### src/hdl/rcba_ram.sv
// ----------------------------------------------------------------------------
// rcba_ram
// Generic simple dual-port RAM: one write port, one read port, registered
// read data.
// ----------------------------------------------------------------------------
module rcba_ram #(
    parameter int WIDTH  = 8,
    parameter int DEPTH  = 16,
    parameter int ADDR_W = $clog2(DEPTH)
) (
    input  logic              aclk,
    input  logic              we,
    input  logic [ADDR_W-1:0] waddr,
    input  logic [WIDTH-1:0]  wdata,
    input  logic [ADDR_W-1:0] raddr,
    output logic [WIDTH-1:0]  rdata
);

    logic [WIDTH-1:0] mem [DEPTH];

    always_ff @(posedge aclk) begin
        if (we) begin
            mem[waddr] <= wdata;
        end
        rdata <= mem[raddr];
    end

endmodule

### config.mk
export PLATFORM = sky130hd
export DESIGN_NAME = rcba_ram
export DESIGN_NICKNAME = d
export VERILOG_FILES = /design/src/hdl/rcba_ram.sv
export SDC_FILE = /design/constraint.sdc
export NUM_CORES = 1
export LEC_CHECK = 0
export BUFFER_PORTS_ARGS = -buffer_cell sky130_fd_sc_hd__buf_2
export CORE_MARGIN = 2
export CORE_UTILIZATION = 55
export DETAILED_ROUTE_END_ITERATION = 12
export PLACE_DENSITY_LB_ADDON = 0.05
export SYNTH_ARGS = -nofsm -noshare
export SYNTH_HDL_FRONTEND = slang
export SYNTH_SLANG_ARGS = --single-unit
### constraint.sdc
create_clock -name aclk -period 2.2 [get_ports aclk]
set_input_delay 0.44 -clock aclk [delete_from_list [all_inputs] [get_ports aclk]]
set_output_delay 0.44 -clock aclk [all_outputs]
set_load 0.05 [all_outputs]
==> flow_summary_export.csv, run 1 <==
group,metric,value,unit
global_routing,grt.overflow.total,0,
final_layout,drive_above_1_share,0.316,
critical_path,worst_path_max_delay_cell,"dfxtp_1",
timing,fin_crit,1.56,ns
pwr,p_per_area,991,nW/um^2
drt,drtIter0Drc,150,
final_layout,final_common_cell,"edfxtp_1",
pwr,peakVddDrop,690,uV
synthesis,syn-num-nets,247,
clocking,clkTransAtPathRegs,0.06,ns
critical_path,path_cells,"buf_2",
synthesis,yosysTopAreaCell,"edfxtp_1",
synthesis,syn_inst,229,
drt,antenna_left,0,
pwr,p_leak,2.10,nW
final_layout,antenna_cells,0,
min_path,hold_class,"in2reg",
critical_path,worst-path-max-fanout,1,
timing,slew_headroom,0.733,
pwr,p_seq_frac,0.481,
synthesis,synth_mux_area_frac,0.150,
clocking,cts.htree.levels,4,
final_layout,fillers,618,
critical_path,cpLargestDelayFamily,"flip-flops",
drt,viasPerCell,5.91,
timing,fin_crit_sh,0.710,
die,initial_core_util,0.562,
final_layout,layout_common_cells,"128 x edfxtp_1, 25 x buf_2, 18 x mux4_2, 18 x buf_4",
synthesis,synthTopCellsByArea,"edfxtp_1 75%, mux4_2 7.9%, mux4_1 7.1%",
global_routing,grtUsageTotal,0.206,
clocking,clockBufferDepth,2,
critical_path,criticalPathCategory,"reg2out",
synthesis,ys_ff_latch,136,
clocking,numCtsBuffers,17,
drt,route.detailed.drc,0,
placement,place_inst,376,
global_routing,grt_pass1_wl,14500,um
clocking,clock_sinks,136,
final_layout,fin_cells,408,
timing,maxClockFrequency,640,MHz
synthesis,synth-xor-area-share,0,
drt,wirelength,9310,um
synthesis,ys_warn_count,0,
critical_path,worst_setup_path_end_kind,"output pin",
critical_path,critPathMaxStageDelay,0.35,ns
timing,worstMarginPinSlew,0.400,ns
synthesis,synth_adder_area_share,0,
die,core,9150,um^2
die,die_y,101,um
status,run_status,"finished clean",
synthesis,synthSimpleGateAreaFrac,0.0318,
final_layout,syn_to_final_growth,18.9,%
drt,drt_first_pass_iters,4,
drt,num_vias,2410,
pwr,power_frac_comb,0.054,
clocking,cts_resized,0,
global_routing,grt_max_degree,33,
job,max_cap_viol_count,0,
timing,rsz0062_at_grt,"false",
die,rows,35,
pwr,p_switching,1.21,mW
clocking,insertion_delay,0.50,ns
die,dieWidth,101,um
synthesis,ys_seq_area_frac,0.778,
timing,finalClockSkew,0.00617,ns
synthesis,synth_top_area_share,0.747,
timing,drv_slew,0,
clocking,cts_tree,"built",
critical_path,start_kind,"register",
pwr,clkPwrFrac,0.466,
placement,port-buffer-count,25,
placement,place_congestion,0.705,
die,ioPinCount,26,
critical_path,crit_buf_inv,1,
synthesis,syn_area,5150,um^2
global_routing,antenna_found_initial,0,
die,dieArea,10100,um^2
synthesis,avgSynthCellArea,22.5,um^2
synthesis,synth_compound_area_frac,0.0233,
timing,fin_setup_tns,0,ns
pwr,internal_power,4.85,mW
placement,dp_hpwl,5870,um
final_layout,nets,302,
timing,final_hold_viol_count,0,
pwr,swShare,0.200,
synthesis,synth_cell_type_count,19,
global_routing,grt_pass1_vias,2515,
timing,setup_violations,0,
critical_path,cp_data_arrival_time,1.12,ns
drt,wire_per_inst,22.8,um
critical_path,cp.required,1.76,ns
clocking,holdBufCountCts,0,
synthesis,synth_top_family_by_area,"multiplexers",
clocking,clockRootBuffer,"clkbuf_8",
clocking,cts_setup_buffers,0,
==> metal layers <==
| layer | track usage | wire length (um) | vias to the layer above |
|---|---|---|---|
| li1 | - | - | 1088 |
| met1 | 0.297 | 4070 | 1229 |
| met2 | 0.321 | 4580 | 84 |
| met3 | 0.0479 | 573 | 9 |
| met4 | 0.0632 | 81 | 0 |
| met5 | 0 | 0 | - |
==> cells by family (layout without fill, tap and decap cells) <==
kind of cell / count (synthesis) / in the layout
and+or+nand+nor: 35 / 35
AOI/OAI and AO/OA: 16 / 16
DFF: 136 / 136
muxes: 32 / 32
buffers and inverters: 10 / 78
==> per-stage QoR <==
| stage | util | power (mW) | setup WS (ns) | hold slack [ns] | instance area (um^2) |
|---|---|---|---|---|---|
| 4_1_cts | 0.669 | 6.11 | 0.599 | 0.310 | 6120 |
| 5_1_grt | 0.669 | 6.24 | 0.579 | 0.313 | 6120 |
| 6_report | 0.669 | 6.07 | 0.638 | 0.318 | 6120 |
| 2_1_floorplan | - | 3.17 | 0.267 | 0.539 | 5150 |
| 3_3_place_gp | 0.603 | 3.29 | 0.249 | 0.653 | 5520 |
| 3_5_place_dp | 0.603 | 3.30 | 0.204 | 0.672 | 5520 |
==> worst paths after layout <==
path,end,cells after the start,slack [ns],from
min reg2reg,rdata[2],3,0.68,mem[8][2]
max reg2reg,rdata[0],3,0.77,mem[1][0]
min,mem[12][2],1,0.32,wdata[2]
max,rdata[0],1,0.64,rdata[0]
==> power by group through the flow <==
stage | clock [mW] | sequential [mW] | combinational (mW)
2_1_floorplan | 0 | 3.02 | 0.147
3_3_place_gp | 0 | 2.97 | 0.328
3_5_place_dp | 0 | 2.97 | 0.332
4_1_cts | 2.86 | 2.92 | 0.333
5_1_grt | 2.97 | 2.92 | 0.352
6_report | 2.82 | 2.92 | 0.326
==> final cells by class <==
| type | instances | area [um^2] | share of cell area |
|---|---|---|---|
| Clock inverter | 12 | 176 | 0.0288 |
| Multi-Input combinational cell | 83 | 1060 | 0.173 |
| Clock buffer | 20 | 425 | 0.0695 |
| Timing Repair Buffer | 46 | 320 | 0.0523 |
| Tap cell | 111 | 139 | 0.0227 |
| Sequential cell | 136 | 4000 | 0.654 |
==> registers in the layout, summed over array words and instances (netlist names) <==
register,count
rdata,8
mem,128
==> synth_stat cells <==
master,count
a22oi_1,16
and2_1,1
and2b_1,1
buf_2,3
buf_4,1
buf_6,3
clkdlybuf4s25_2,3
dfxtp_1,8
edfxtp_1,128
mux4_1,14
mux4_2,18
nand2_1,9
nand2b_1,2
nand3_1,1
nand3b_1,2
nor2_1,13
nor2b_1,1
nor3_1,4
or3b_2,1
Power figures use the tool's default switching activity.
==> run 2: changes to the inputs <==
--- a/config.mk
+++ b/config.mk
@@ -7,7 +7,7 @@
 export LEC_CHECK = 0
 export BUFFER_PORTS_ARGS = -buffer_cell sky130_fd_sc_hd__buf_2
 export CORE_MARGIN = 2
-export CORE_UTILIZATION = 55
+export CORE_UTILIZATION = 54
 export DETAILED_ROUTE_END_ITERATION = 12
 export PLACE_DENSITY_LB_ADDON = 0.05
 export SYNTH_ARGS = -nofsm -noshare
==> constraint.sdc (replaced) <==
create_clock -name aclk -period 1.3 [get_ports aclk]
set_input_delay 0.26 -clock aclk [delete_from_list [all_inputs] [get_ports aclk]]
set_output_delay 0.26 -clock aclk [all_outputs]
set_load 0.05 [all_outputs]
==> flow_summary_export.csv, run 2 (same netlist as run 1, synthesis figures left out) <==
group,metric,value,unit
drt,antenna_left,0,
final_layout,largest_reg_flops,128,
timing,maxClockFrequency,779,MHz
timing,final_hold_viol_count,0,
status,run_status,"finished clean",
final_layout,layout_common_cells,"128 x edfxtp_1, 30 x mux4_2, 22 x buf_4, 17 x buf_2, 16 x clkbuf_16",
pwr,swShare,0.219,
critical_path,worst_path_max_delay_cell,"dfxtp_2",
drt,wire_per_inst,22.3,um
drt,viasPerCell,5.65,
pwr,p_leak,2.15,nW
clocking,numCtsBuffers,17,
final_layout,drive_above_1_share,0.462,
critical_path,critPathMaxStageDelay,0.35,ns
die,dieArea,10300,um^2
placement,port-buffer-count,25,
clocking,clockRootBuffer,"clkbuf_8",
die,core,9240,um^2
timing,fin_setup_tns,0,ns
clocking,insertion_delay,0.52,ns
drt,wl_met2,4750,um
global_routing,grt_pass1_vias,2604,
drt,route.detailed.drc,0,
drt,drtIter0Drc,157,
critical_path,worst-path-max-fanout,1,
pwr,power_frac_comb,0.064,
final_layout,multi_input_area,1100,um^2
die,die_y,102,um
die,rows,35,
drt,wirelength_met1,4150,um
min_path,hold_class,"in2reg",
timing,fin_crit_sh,0.987,
global_routing,grt_max_degree,21,
critical_path,start_kind,"register",
timing,finalClockSkew,0.0158,ns
die,ioPinCount,26,
clocking,clockBufferDepth,2,
drt,drt_first_pass_iters,4,
critical_path,worst_setup_path_end_kind,"output pin",
final_layout,fillers,607,
pwr,total_power,10.5,mW
timing,slew_headroom,0.386,
clocking,clkTransAtPathRegs,0.06,ns
pwr,internal_power,8.17,mW
placement,dp_hpwl,6180,um
critical_path,path_cells,"buf_8",
final_layout,syn_to_final_growth,23.9,%
drt,wl_met3,576,um
pwr,p_seq_frac,0.474,
critical_path,cp_data_arrival_time,1.02,ns
placement,place_inst,402,
final_layout,seq_area,4010,um^2
global_routing,grt_pass1_wl,15100,um
timing,drv_slew,0,
timing,rsz0062_at_grt,"true",
final_layout,regMostFlops,"mem",
clocking,cts_tree,"built",
clocking,cts.htree.levels,4,
global_routing,antenna_found_initial,0,
pwr,clkPwrFrac,0.463,
drt,top_layer,"met4",
final_layout,final_common_cell,"edfxtp_1",
die,dieWidth,102,um
final_layout,reg_top3,"mem (128), rdata (8)",
critical_path,crit_buf_inv,1,
timing,worstMarginPinSlew,0.919,ns
drt,num_vias,2451,
final_layout,fin_cells,434,
global_routing,grtUsageTotal,0.213,
pwr,peakVddDrop,1130,uV
clocking,cts_setup_buffers,0,
pwr,p_per_area,1640,nW/um^2
final_layout,antenna_cells,0,
global_routing,grt.overflow.total,0,
timing,setup_violations,0,
die,initial_core_util,0.557,
placement,place_congestion,0.723,
job,max_cap_viol_count,0,
critical_path,cp.required,1.04,ns
final_layout,nets,310,
drt,wirelength,9680,um
critical_path,cpLargestDelayFamily,"flip-flops",
timing,fin_crit,1.28,ns
critical_path,criticalPathCategory,"reg2out",
pwr,p_switching,2.29,mW
clocking,clock_sinks,136,
==> run 2: through the flow <==
step | cell area [um^2] | utilization | setup slack, ns | hold slack [ns]
finish | 6380 | 0.690 | 0.0166 | 0.125
global route | 6380 | 0.690 | -0.0232 | 0.119
CTS | 6340 | 0.686 | -0.0151 | 0.108
detailed placement | 5650 | 0.611 | -0.360 | 0.659
global placement | 5650 | 0.611 | -0.374 | 0.651
floorplan | 5180 | - | -0.0630 | 0.359
==> run 2: worst paths after layout <==
| kind | cells after the start | slack [ns] | from | end |
|---|---|---|---|---|
| worst max-delay path | 1 | 0.02 | rdata[4] | rdata[4] |
| worst min-delay path | 1 | 0.12 | wdata[3] | mem[14][3] |
| worst max register to register | 3 | 0.04 | mem[3][2] | rdata[2] |
| worst min register to register | 3 | 0.67 | mem[7][5] | rdata[5] |
==> run 2: layout make-up <==
class,instances,share of cell area
clock buffers,17,0.0649
clock inverters,15,0.0296
multi-input cells,83,0.172
flip-flops and latches,136,0.629
well taps,129,0.0253
repair buffers,54,0.0788
==> run 2: metal layers <==
layer,vias to the layer above,global-route usage
met5,-,0
met4,0,0.0988
met3,16,0.0614
met2,84,0.320
met1,1261,0.293
li1,1090,-
==> run 2: what timing repair did <==
action / in CTS / in global routing
hold buffers: 0 / 0
resized for setup: 31 / 10
endpoints found under the hold margin: 0 / 0
endpoints found under the setup margin: 13 / 11
pin swaps: 0 / 1
==> run 2: power groups by stage <==
stage          logic [mW]  registers (mW)  clock network, mW
2_1_floorplan       0.274            5.12                  0
3_3_place_gp        0.593            5.03                  0
3_5_place_dp        0.599            5.03                  0
4_1_cts             0.652            4.95               4.92
5_1_grt             0.713            4.96               5.12
6_report            0.666            4.95               4.84
==> run 3: changes to the inputs <==
--- a/config.mk
+++ b/config.mk
@@ -9,7 +9,7 @@
 export CORE_MARGIN = 2
 export CORE_UTILIZATION = 54
 export DETAILED_ROUTE_END_ITERATION = 12
-export PLACE_DENSITY_LB_ADDON = 0.05
+export PLACE_DENSITY_LB_ADDON = 0.15
 export SYNTH_ARGS = -nofsm -noshare
 export SYNTH_HDL_FRONTEND = slang
 export SYNTH_SLANG_ARGS = --single-unit
==> flow_summary_export.csv, run 3 (same netlist as run 1, synthesis figures left out) <==
group,metric,value,unit
global_routing,grt_pass1_wl,15000,um
drt,num_vias,2439,
critical_path,cpLargestDelayFamily,"multiplexers",
placement,port-buffer-count,25,
final_layout,seq_area,4010,um^2
drt,wirelength,9730,um
global_routing,grt.overflow.total,0,
die,dieWidth,102,um
final_layout,fin_util,0.690,
placement,place_congestion,0.796,
pwr,peakVddDrop,989,uV
timing,fin_crit,1.35,ns
clocking,cts.htree.levels,4,
min_path,hold_class,"in2reg",
die,die_y,102,um
final_layout,final_common_cell,"edfxtp_1",
timing,drv_slew,0,
job,max_cap_viol_count,0,
die,initial_core_util,0.557,
clocking,insertion_delay,0.51,ns
placement,placed_area,5730,um^2
final_layout,antenna_cells,0,
timing,maxClockFrequency,739,MHz
drt,viasPerCell,5.47,
drt,drt_first_pass_iters,5,
timing,setup_ws,-0.0534,ns
clocking,clockBufferDepth,2,
final_layout,multi_input_area,1070,um^2
critical_path,path_cells,"mux4_2 > a22oi_2 > buf_4 > nand2_2",
global_routing,grtUsageTotal,0.211,
timing,worstMarginPinSlew,0.850,ns
final_layout,layout_common_cells,"128 x edfxtp_1, 36 x buf_4, 30 x mux4_2, 17 x buf_2, 16 x clkbuf_16",
critical_path,start_kind,"register",
pwr,p_leak,2.18,nW
clocking,clockRootBuffer,"clkbuf_8",
final_layout,syn_to_final_growth,23.9,%
status,run_status,"finished with violations",
final_layout,fillers,588,
placement,dp_hpwl,6360,um
drt,wire_per_inst,21.8,um
clocking,numCtsBuffers,17,
timing,setup_violations,1,
critical_path,worst_path_max_delay_cell,"mux4_2",
clocking,clkTransAtPathRegs,0.06,ns
timing,rsz0062_at_grt,"true",
clocking,holdBufCountCts,0,
global_routing,grt_pass1_vias,2559,
final_layout,largest_reg_flops,128,
drt,drtIter0Drc,207,
critical_path,worst-path-max-fanout,1,
clocking,clock_sinks,136,
critical_path,worst_setup_path_end_kind,"register",
timing,slew_headroom,0.431,
die,core,9240,um^2
die,rows,35,
timing,fin_crit_sh,1.04,
critical_path,cp.required,1.69,ns
final_layout,reg_top3,"mem (128), rdata (8)",
critical_path,crit_buf_inv,1,
final_layout,regMostFlops,"mem",
die,dieArea,10300,um^2
drt,antenna_left,0,
die,ioPinCount,26,
drt,route.detailed.drc,0,
critical_path,critPathMaxStageDelay,0.48,ns
global_routing,antenna_found_initial,0,
status,violations,"negative setup slack",
clocking,cts_tree,"built",
final_layout,final_cell_area,6380,um^2
critical_path,criticalPathCategory,"reg2reg",
timing,finalClockSkew,0.0137,ns
final_layout,drive_above_1_share,0.448,
global_routing,grt_max_degree,22,
pwr,p_per_area,1600,nW/um^2
final_layout,nets,322,
timing,final_hold_viol_count,0,
critical_path,cp_data_arrival_time,1.74,ns
critical_path,r2r_slack,-0.05,ns
-- run 3: changes by cell type in the layout (fill, tap and decap cells not counted), moves of 2 or more --
cell,before,now
a22oi_1,6,13
inv_6,7,3
buf_6,2,6
dfxtp_1,0,6
clkinv_2,0,2
buf_8,6,1
dfxtp_2,8,2
a22oi_2,10,3
clkbuf_8,1,3
clkinvlp_4,1,3
buf_4,22,36
-- run 3: worst reg2reg max path: stages, from the launching register on --
cell and delay (ns):
edfxtp_1 0.37, mux4_2 0.48, a22oi_2 0.19, buf_4 0.15
nand2_2 0.05
-- run 3: timing repair --
item / CTS / global route
setup endpoints to repair: 12 / 12
buffers inserted: 0 / 0
pin swaps: 0 / 3
gates resized for setup: 14 / 9
-- run 3: power by group --
part	total [mW]	leakage [nW]	internal [mW]	switching (mW)
sequential	4.94	1.22	4.90	0.0333
clock	4.61	0.281	2.85	1.76
combinational	0.662	0.676	0.288	0.374
total	10.2	2.18	8.04	2.17
-- run 3: area by class of cell --
class / instances / area share
clock inverters: 13 / 0.0228
clock buffers: 19 / 0.0692
well taps: 129 / 0.0253
multi-input cells: 83 / 0.167
repair buffers: 66 / 0.0875
flip-flops and latches: 136 / 0.628
-- run 3: path summary, 6_finish.rpt --
path,start,end,cells past startpoint
worst max-delay path,mem[2][6],rdata[6],4
worst min register to register,mem[4][2],rdata[2],3
worst max register to register,mem[2][6],rdata[6],4
worst min-delay path,wdata[0],mem[6][0],1
-- run 3: routing by layer --
metal | global-route usage | up-vias | wire length [um]
met5 | 0 | - | 0
met4 | 0.0811 | 0 | 160
met3 | 0.0442 | 14 | 546
met2 | 0.327 | 80 | 4900
met1 | 0.299 | 1231 | 4130
li1 | - | 1114 | -
-- run 3: stage by stage --
stage / worst slack (ns) / TNS, ns / std cells / hold WS (ns) / total power, mW
after floorplan: -0.0630 / -0.690 / 229 / 0.359 / 5.39
after global placement: -0.412 / -12.87 / 414 / 0.648 / 5.63
after detailed placement: -0.395 / -13.89 / 414 / 0.653 / 5.65
after CTS: -0.0581 / -0.149 / 446 / 0.122 / 10.3
after global routing: -0.0957 / -0.310 / 446 / 0.133 / 10.6
final: -0.0534 / -0.0534 / 446 / 0.132 / 10.2
